$ cat config.mk
export PLATFORM = sky130hd
export DESIGN_NAME = sdm_step
export DESIGN_NICKNAME = d
export VERILOG_FILES = /design/src/sv/sdm_pkg.sv /design/src/sv/sdm_step.sv
export SDC_FILE = /design/constraint.sdc
export NUM_CORES = 1
export LEC_CHECK = 0
export BUFFER_PORTS_ARGS = -buffer_cell sky130_fd_sc_hd__buf_2
export CORE_ASPECT_RATIO = 1.1
export CORE_MARGIN = 2
export CORE_UTILIZATION = 30
export DETAILED_ROUTE_END_ITERATION = 8
export PLACE_DENSITY_LB_ADDON = 0.2
export SYNTH_ARGS = -nofsm -noshare
export SYNTH_HDL_FRONTEND = slang
export SYNTH_SLANG_ARGS = --single-unit
export TNS_END_PERCENT = 30
$ cat constraint.sdc
create_clock -name vclk -period 9.4
set_input_delay 1.88 -clock vclk [all_inputs]
set_output_delay 1.88 -clock vclk [all_outputs]
set_load 0.01 [all_outputs]
$ cat src/sv/sdm_pkg.sv
package sdm_pkg;

  localparam int WordBits = 16;
  localparam int StageCnt = 50;
  localparam logic [WordBits-1:0] Half = 16'h8000;

  typedef enum logic [1:0] {
    PH_DIVD,
    PH_ANC,
    PH_DIVN,
    PH_ITER
  } phase_t;

  typedef struct packed {
    phase_t phase;
    logic   num_bit;
  } step_ctl_t;

  typedef struct packed {
    logic                neg;
    logic                bad;
    logic [WordBits-1:0] ad;
    logic [WordBits-1:0] anc;
    logic [WordBits-1:0] q1;
    logic [WordBits-1:0] r1;
    logic [WordBits-1:0] q2;
    logic [WordBits-1:0] r2;
    logic [4:0]          cnt;
    logic                done;
  } stage_t;

  // Stage 1..16 divide 2^15 by |d|, stage 17 forms |nc|, stages 18..33
  // divide 2^15 by |nc|, the rest run one doubling step each.
  function automatic step_ctl_t stage_ctl(input int k);
    step_ctl_t c;
    c.num_bit = 1'b0;
    if (k <= 16) begin
      c.phase = PH_DIVD;
      c.num_bit = (k == 1);
    end else if (k == 17) begin
      c.phase = PH_ANC;
    end else if (k <= 33) begin
      c.phase = PH_DIVN;
      c.num_bit = (k == 18);
    end else begin
      c.phase = PH_ITER;
    end
    return c;
  endfunction

endpackage

$ cat src/sv/sdm_step.sv
module sdm_step (
  input  sdm_pkg::step_ctl_t ctl_i,
  input  sdm_pkg::stage_t    st_i,
  output sdm_pkg::stage_t    st_o
);

  logic [16:0] rem2;
  logic [16:0] rem1;
  logic [16:0] sum;
  logic [15:0] tmod;
  logic [15:0] anc_v;
  logic [15:0] q1n;
  logic [15:0] r1n;
  logic [15:0] q2n;
  logic [15:0] r2n;
  logic [15:0] delta;

  always_comb begin
    st_o  = st_i;
    rem2  = {st_i.r2, ctl_i.num_bit};
    rem1  = {st_i.r1, ctl_i.num_bit};
    sum   = {1'b0, st_i.r2} + {16'd0, st_i.neg};
    tmod  = (sum == {1'b0, st_i.ad}) ? 16'd0 : sum[15:0];
    anc_v = sdm_pkg::Half + {15'd0, st_i.neg} - 16'd1 - tmod;
    q1n   = {st_i.q1[14:0], 1'b0};
    r1n   = rem1[15:0];
    q2n   = {st_i.q2[14:0], 1'b0};
    r2n   = rem2[15:0];
    if (rem2 >= {1'b0, st_i.ad}) begin
      q2n = {st_i.q2[14:0], 1'b1};
      r2n = 16'(rem2 - {1'b0, st_i.ad});
    end
    if (rem1 >= {1'b0, st_i.anc}) begin
      q1n = {st_i.q1[14:0], 1'b1};
      r1n = 16'(rem1 - {1'b0, st_i.anc});
    end
    delta = st_i.ad - r2n;
    case (ctl_i.phase)
      sdm_pkg::PH_DIVD: begin
        st_o.q2 = q2n;
        st_o.r2 = r2n;
      end
      sdm_pkg::PH_ANC: begin
        st_o.anc = (anc_v == 16'd0) ? 16'd1 : anc_v;
        st_o.q1  = 16'd0;
        st_o.r1  = 16'd0;
      end
      sdm_pkg::PH_DIVN: begin
        st_o.q1 = q1n;
        st_o.r1 = r1n;
      end
      sdm_pkg::PH_ITER: begin
        if (!st_i.done) begin
          st_o.cnt = st_i.cnt + 5'd1;
          st_o.q1  = q1n;
          st_o.r1  = r1n;
          st_o.q2  = q2n;
          st_o.r2  = r2n;
          st_o.done = !(q1n < delta || (q1n == delta && r1n == 16'd0));
        end
      end
      default: st_o = st_i;
    endcase
  end

endmodule

== Word-level counts from Yosys, hierarchy flattened ==
Cells that the tools add are included.
Storage, ports and cells
  flip-flop bits (word level): 0
  input bits: 107
  output and inout bits: 104
  logic and storage cells: 33
Operators by class
  add/subtract/negate cells: 8
  magnitude comparators: 3
  eq/ne operators: 5
  multiplexer cells: 11
  reductions and logical operators: 6
Operator list (count)
  32-bit case mux with 3 select lines: 1
  16-bit 2-to-1 mux: 5
  70-bit 2-to-1 mux: 1
  32-bit case mux with 2 select lines: 1
  16-bit subtractor: 4
  17-bit by 16-bit greater-or-equal comparator with 1-bit output: 2
  16-bit zero test: 2
  16-bit by 1-bit adder with 17-bit output: 1
  17-bit by 16-bit == test with 1-bit output: 1
  16-bit by 1-bit adder with 16-bit output, first input constant: 1
  16-bit == test: 1
  16-bit less-than comparator: 1
  16-bit by 1-bit subtractor with 16-bit output, second input constant: 1
  6-bit 2-to-1 mux: 1
  5-bit by 1-bit adder with 5-bit output, second input constant: 1
  2-bit == test, second input constant: 2
  2-bit by 1-bit == test with 1-bit output, second input constant: 1
  2-bit zero test: 1
  1-bit 2-to-1 mux: 2
  1-bit logical AND: 1
  1-bit zero test: 1
  1-bit logical OR: 1

== Longest topological paths before layout ==
Gate-level depths: netlist of run 1.
  depth after elaboration: 9
  gate-level depth with buffers: 30
  gate-level depth less buffers: 29

== Worst setup path after synthesis of run 1 ==
No wires, ideal clock.
  path type: input port to output port
  from: input port st_i[87] (netlist name)
  to: output port st_o[0] (netlist name)
  data arrival time: 6.552 ns
  data required time: 7.520 ns
  slack: 0.968 ns
  stages on the path: 29
  buffers on the path: 1
  path through: inv_1 -> ha_1 -> nor2b_1 -> o21ai_0 -> a21boi_0 -> o31ai_1 -> o21ai_0 -> o211ai_1 -> a21oi_1 -> clkbuf_1 -> o21ai_0 -> ha_1 -> nor2b_1 -> o21ai_0 -> a21boi_0 -> o21ai_0 -> a21boi_0 -> o21ai_0 -> a21o_1 -> a21oi_1 -> and4_1 -> nor3_1 -> ha_1 -> a21o_1 -> a21oi_1 -> o21ai_0 -> a21oi_1 -> o21ai_0 -> o31a_1
RTL lines
  from (decl): RTL line sdm_step.sv:3  | input sdm_pkg::stage_t st_i,
  to (decl): RTL line sdm_step.sv:4  | output sdm_pkg::stage_t st_o

==> results of run 1 <==
==> where the power goes <==
| group | leakage [nW] | internal (mW) | switching [mW] |
|---|---|---|---|
| clock | 0 | 0 | 0 |
| sequential | 0 | 0 | 0 |
| combinational | 3.35 | 0.251 | 0.327 |
| total | 3.35 | 0.251 | 0.327 |
==> stage by stage <==
step / utilization, % / total power, mW / area, um2
2_1_floorplan: - / 0.387 / 5420
3_5_place_dp: 37.8 / 0.565 / 6680
5_1_grt: 38.1 / 0.641 / 6740
3_3_place_gp: 37.8 / 0.567 / 6680
6_report: 38.1 / 0.578 / 6740
4_1_cts: 37.8 / 0.568 / 6680
==> area by class of cell <==
type	instances	area (um2)	share of cell area (%)
Multi-Input combinational cell	678	4980	74.0
Timing Repair Buffer	236	1250	18.6
Tap cell	238	298	4.42
Inverter	54	203	3.01
==> worst max-delay path: cells and delay by family <==
kind	cells	cell delay, ns
simple gates	3	0.59
fa+ha+maj	3	0.86
compound gates	20	3.26
buf+inv	4	0.51
==> layout by cell type (no fill, tap or decap), drive strengths merged, types with 3 or more instances in the layout <==
cell type  netlist  final
a21oi           42     42
inv             54     54
xnor3            3      3
a211oi           3      3
a41o             3      3
and4             5      5
nor2b            7      7
a21o            19     19
nor3            16     16
nand2b           8      8
nand3           24     24
xnor2           46     46
or2              3      3
nand3b           3      3
a22o            32     32
and3             5      5
mux2i           30     30
o21a            10     10
o21bai           4      4
buf             28    236
ha              71     71
o31ai            9      9
o211ai          10     10
xor2            28     28
nand4           17     17
o21ai           78     78
o31a             4      4
fa               3      3
nor4            13     13
o2111ai          3      3
nor2            45     45
or3              7      7
nand4b           3      3
nand2           80     80
a21boi           6      6
and2             9      9
==> timing repair <==
item | CTS | global route
setup buffers | 0 | 1
resized for setup | 0 | 21
endpoints found under the setup margin | 0 | 1
==> metal layers <==
| metal | vias up | global-route usage [%] |
|---|---|---|
| met1 | 2881 | 27.5 |
| met4 | 0 | 7.45 |
| met2 | 273 | 35.4 |
| li1 | 3230 | - |
| met5 | - | 0 |
| met3 | 41 | 1.22 |
==> cells by family after synthesis <==
family	after synthesis
XOR/XNOR	77
AO/OA/AOI/OAI	243
buffers and inverters	106
multiplexers	32
adder cells (fa/ha/maj)	74
AND/OR/NAND/NOR	252
==> how the worst max path moves through the flow <==
stage              from       to  slack, ns  cells after the start
6_report       st_i[94]  st_o[0]       0.44                     30
3_5_place_dp   st_i[87]  st_o[0]       0.14                     31
4_1_cts        st_i[87]  st_o[0]        0.1                     31
5_1_grt        st_i[94]  st_o[0]       0.02                     30
2_1_floorplan  st_i[87]  st_o[0]       0.97                     29
3_3_place_gp   st_i[94]  st_o[0]       0.26                     30
==> results.md, run 1 <==
- Outcome: finished, final reports clean
- Total Nets Final: 1151
- Seq cells: 0
- Final wirelength: 21200 um
- Top sig layer: met4
- CORE AREA: between 0.015 and 0.02 mm2
- Worst Hold Depth: 0
- Post-synthesis compound-gate area fraction: 30.2%
- Layout area overhead: 24.3%
- Initial antenna violation count: 0
- Post-route ant nets: 0
- Total track usage: 20.7%
- GR Overflow Total: 0
- First-pass GRT wire length: 32400 um
- Slowest stage delay, CP: approximately 0.35 ns
- Register area: 0 um2
- DR WL met2: a little under 10000 um
- Most common cell on crit path: o21ai_1
- Setup-failing EPs final: 0
- Vias post-DR: 6425
- Mean Syn Cell Area: 6.91 um2
- MaxCap Viol Count: 0
- Worst-Margin Slew: 1.00 ns
- Synth warnings: 0
- Diode count: 0
- Pin count of the biggest net entering global routing: 33
- FMAX: 112 MHz
- Post-route insts no fill: 1206
- Rows: 51
- CP max FO: 5
- Post-placement cell count: 1205
- Element type at the critical path start: primary input
- Number of fill cells: 1980
- Unrepaired setup endpoints after global routing: false
- Slowest CP cell: a221o_1
- Final hold violation count: 0
- Via/cell ratio: 5.33
- Leak: approximately 3.3 nW
- Post-DP HPWL: around 18000 um
- Xor and xnor area share after synthesis: 13.2%
- Pre-CTS setup slack: 0.140 ns
- Post-synthesis simple-gate area fraction: between 20 and 25%
- CP Capture Type: primary output
- M1 WL: 9310 um
- Data arrival, critical path: 7.08 ns
- Slew Limit Fails: 0
- Worst min path class: primary input to primary output
- Synth top cells by count: nand2_1, o21ai_0, ha_1
- WHS: 3.76 ns
- Largest cells by area after synthesis: ha_1, xnor2_1, o21ai_0, mux2i_1, nand2_1
- Setup_tns: 0 ns
- Mux contribution to synthesized area: between 5 and 6%
- Syn Std Cell Area: approximately 0.0054 mm2
- Residual DRC: 0
- Hold Path End: st_o[102]
- Drt wl/cell: between 15 and 20 um
- Power Density: 85.8 mW/mm2
- Proportion of synthesized chip area in sequential cells: 0%
- Worst EP required: around 7.5 ns
- Share of cells above drive strength 1: 27.5%
- Worst Slack Setup Final: 0.437 ns
- Most common cell in the netlist: nand2_1
- Chip Width: ~130 um
- Met3 wire length: 1230 um
- Die area: 0.0192 mm2
- Cell variety after synth: 72
- Tmin final: about 9.0 ns
- # IOs: around 210
- Vias in the first global route: 6043
- Starting Density: a little under a third
- Max_slew headroom: between 30% and 40%
- Largest area contributor in the synthesized netlist: ha_1
- Largest family of logic cells by synthesized area: compound AO/OA/AOI/OAI gates
- Yosys top cell area share: 16.4%
- Max IR drop VDD: 0.0000339 V
- TritonRoute pass-1 iters: 5
- CP Class: primary input to primary output
- Cts hold-fix bufs: 0
- Initial DRC Count: 433
- GPL Wtd Cong: 0.950
- DIE HEIGHT: 145 um
- # clk buffers: 0
- Final Cycle Share: between 90% and 100%
- Post-Syn Nets: between 900 and 1000
- HP Start: st_i[102]
- IO buf count: 209
- Post-synthesis adder-cell area fraction: between 15 and 20%
- Synth Instances: 784
No activity file was read; power rests on OpenSTA's default activity.
==> run 2: changes to the inputs <==
--- a/config.mk
+++ b/config.mk
@@ -8,9 +8,10 @@
 export BUFFER_PORTS_ARGS = -buffer_cell sky130_fd_sc_hd__buf_2
 export CORE_ASPECT_RATIO = 1.1
 export CORE_MARGIN = 2
-export CORE_UTILIZATION = 30
+export CORE_UTILIZATION = 52
 export DETAILED_ROUTE_END_ITERATION = 8
 export PLACE_DENSITY_LB_ADDON = 0.2
+export SETUP_SLACK_MARGIN = 0.2
 export SYNTH_ARGS = -nofsm -noshare
 export SYNTH_HDL_FRONTEND = slang
 export SYNTH_SLANG_ARGS = --single-unit
==> run 2 against run 1 <==
Against the previous run: total power decreased by 0.76%; wire length shrank 12%; critical path depth fell by 1; global-route usage is 10 points higher; combinational power down 0.7%; sequential share of layout area unchanged; first-iteration DRC count is 7.4% lower; final cell count decreased by 10%; hold slack stayed put; die area decreased by 41%; highest routed layer unchanged.
==> results.md, run 2 (synthesized netlist as in run 1, its figures left out) <==
- Outcome: finished, final reports clean (unchanged)
- Initial antenna violation count: 1 (was 0)
- IO buf count: 209 (unchanged)
- Chip Width: 101 um (was 132 um)
- Starting Density: 52.9% (was 30.7%)
- Final instance area: 0.00658 mm2 (was 0.00674 mm2)
- GR Overflow Total: 0 (unchanged)
- Total Nets Final: 1145 (was 1151)
- Via/cell ratio: 6.04 (was 5.33)
- CORE AREA: 0.0102 mm2 (was 0.0177 mm2)
- Tmin final: 8.96 ns (about the same)
- Data arrival, critical path: 7.08 ns (about the same)
- Worst Slack Setup Final: 0.438 ns (was 0.437 ns)
- Layout area overhead: 21.5% (was 24.3%)
- Most common cell on crit path: o21ai_1 (unchanged)
- Final hold violation count: 0 (unchanged)
- Vias post-DR: 6548 (was 6425)
- CP Class: primary input to primary output (unchanged)
- CP Capture Type: primary output (unchanged)
- MaxCap Viol Count: 0 (unchanged)
- Share of cells above drive strength 1: 27.4% (was 27.5%)
- Most frequent cells in the layout: buf_2, nand2_1, o21ai_0, ha_1, inv_1 (unchanged)
- Worst min path class: primary input to primary output (unchanged)
- CP max FO: 7 (was 5)
- Post-DP Area: 0.00645 mm2 (was 0.00668 mm2)
- Pin count of the biggest net entering global routing: 33 (unchanged)
- Setup_tns: 0 ns (unchanged)
- Element type at the critical path start: primary input (unchanged)
- # clk buffers: 0 (unchanged)
- Die area: 0.0113 mm2 (was 0.0192 mm2)
- Total track usage: 31.2% (was 20.7%)
- Slew Limit Fails: 0 (unchanged)
- Fin util: 64.2% (was 38.1%)
- TritonRoute pass-1 iters: 5 (unchanged)
- Unrepaired setup endpoints after global routing: false (unchanged)
- Diode count: 0 (unchanged)
- Max_slew headroom: 33.3% (was 33.0%)
- DIE HEIGHT: 111 um (was 145 um)
- # IOs: 211 (unchanged)
- Final wirelength: 18700 um (was 21200 um)
- Setup-failing EPs final: 0 (unchanged)
- Seq cells: 0 (unchanged)
- Number of fill cells: 1010 (was 1980)
- Drt wl/cell: 17.2 um (was 17.6 um)
- Worst EP required: 7.52 ns (about the same)
- Pre-CTS setup slack: 0.0374 ns (was 0.140 ns)
- Slowest stage delay, CP: 0.39 ns (was 0.35 ns)
- Most common cell after layout, fill and taps aside: buf_2 (unchanged)
- Final Cycle Share: 95.3% (was 95.4%)
- Vias in the first global route: 5923 (was 6043)
- Register area: 0 um2 (unchanged)
- Initial DRC Count: 401 (was 433)
- Post-DP HPWL: 15700 um (was 18200 um)
- Cts hold-fix bufs: 0 (unchanged)
- First-pass GRT wire length: 28900 um (was 32400 um)
- Slowest CP cell: o211ai_1 (was a221o_1)
- Worst-Margin Slew: 1.00 ns (about the same)
- GPL Wtd Cong: 1.00 (was 0.950)
- Residual DRC: 0 (unchanged)
- Rows: 39 (was 51)
- Power Density: 87.2 mW/mm2 (was 85.8 mW/mm2)
- FMAX: 112 MHz (about the same)
- Leak: 3.32 nW (was 3.35 nW)
- Post-route ant nets: 0 (unchanged)
- Max IR drop VDD: 0.0000597 V (was 0.0000339 V)
-- run 2: where the power goes --
group	leakage [nW]	internal, mW	switching, mW
Sequential	0	0	0
Clock	0	0	0
Combinational	3.32	0.252	0.322
Total	3.32	0.252	0.322
-- run 2: area by class of cell --
cell class / instances / area (um2) / area share (%)
well taps: 123 / 154 / 2.34
multi-input cells: 678 / 5020 / 76.3
inverters: 54 / 203 / 3.08
repair buffers: 230 / 1200 / 18.3
-- run 2: critical path, delay by kind of cell --
kind | cells | cell delay, ns
simple gates | 3 | 0.41
mux | 1 | 0.24
xor+xnor | 1 | 0.10
compound gates | 18 | 3.28
buf+inv | 3 | 0.32
fa+ha+maj | 3 | 0.84
-- run 2: through the flow --
step	hold slack [ns]	power, mW	std cells
final	3.76	0.574	1085
after global routing	3.76	0.629	1085
after CTS	3.76	0.555	1082
after detailed placement	3.76	0.547	1079
after global placement	3.76	0.542	1079
after floorplan	3.84	0.387	784
-- run 2: path summary, 6_finish.rpt --
| path | from | end | slack [ns] | cells after the start |
|---|---|---|---|---|
| worst max-delay path | st_i[87] | st_o[0] | 0.44 | 29 |
| worst min-delay path | st_i[102] | st_o[102] | 3.76 | 0 |
-- run 2: routing by layer --
layer	GRT usage (%)	share of wire [%]
met5	0	0
met4	14.7	5.4
met3	1.32	5.7
met2	54.1	47
met1	39.1	42
-- run 2: what timing repair did --
item / CTS / global route
resized for setup: 6 / 19
endpoints found under the setup margin: 1 / 1
buffers inserted: 3 / 3
pin swaps: 3 / 7
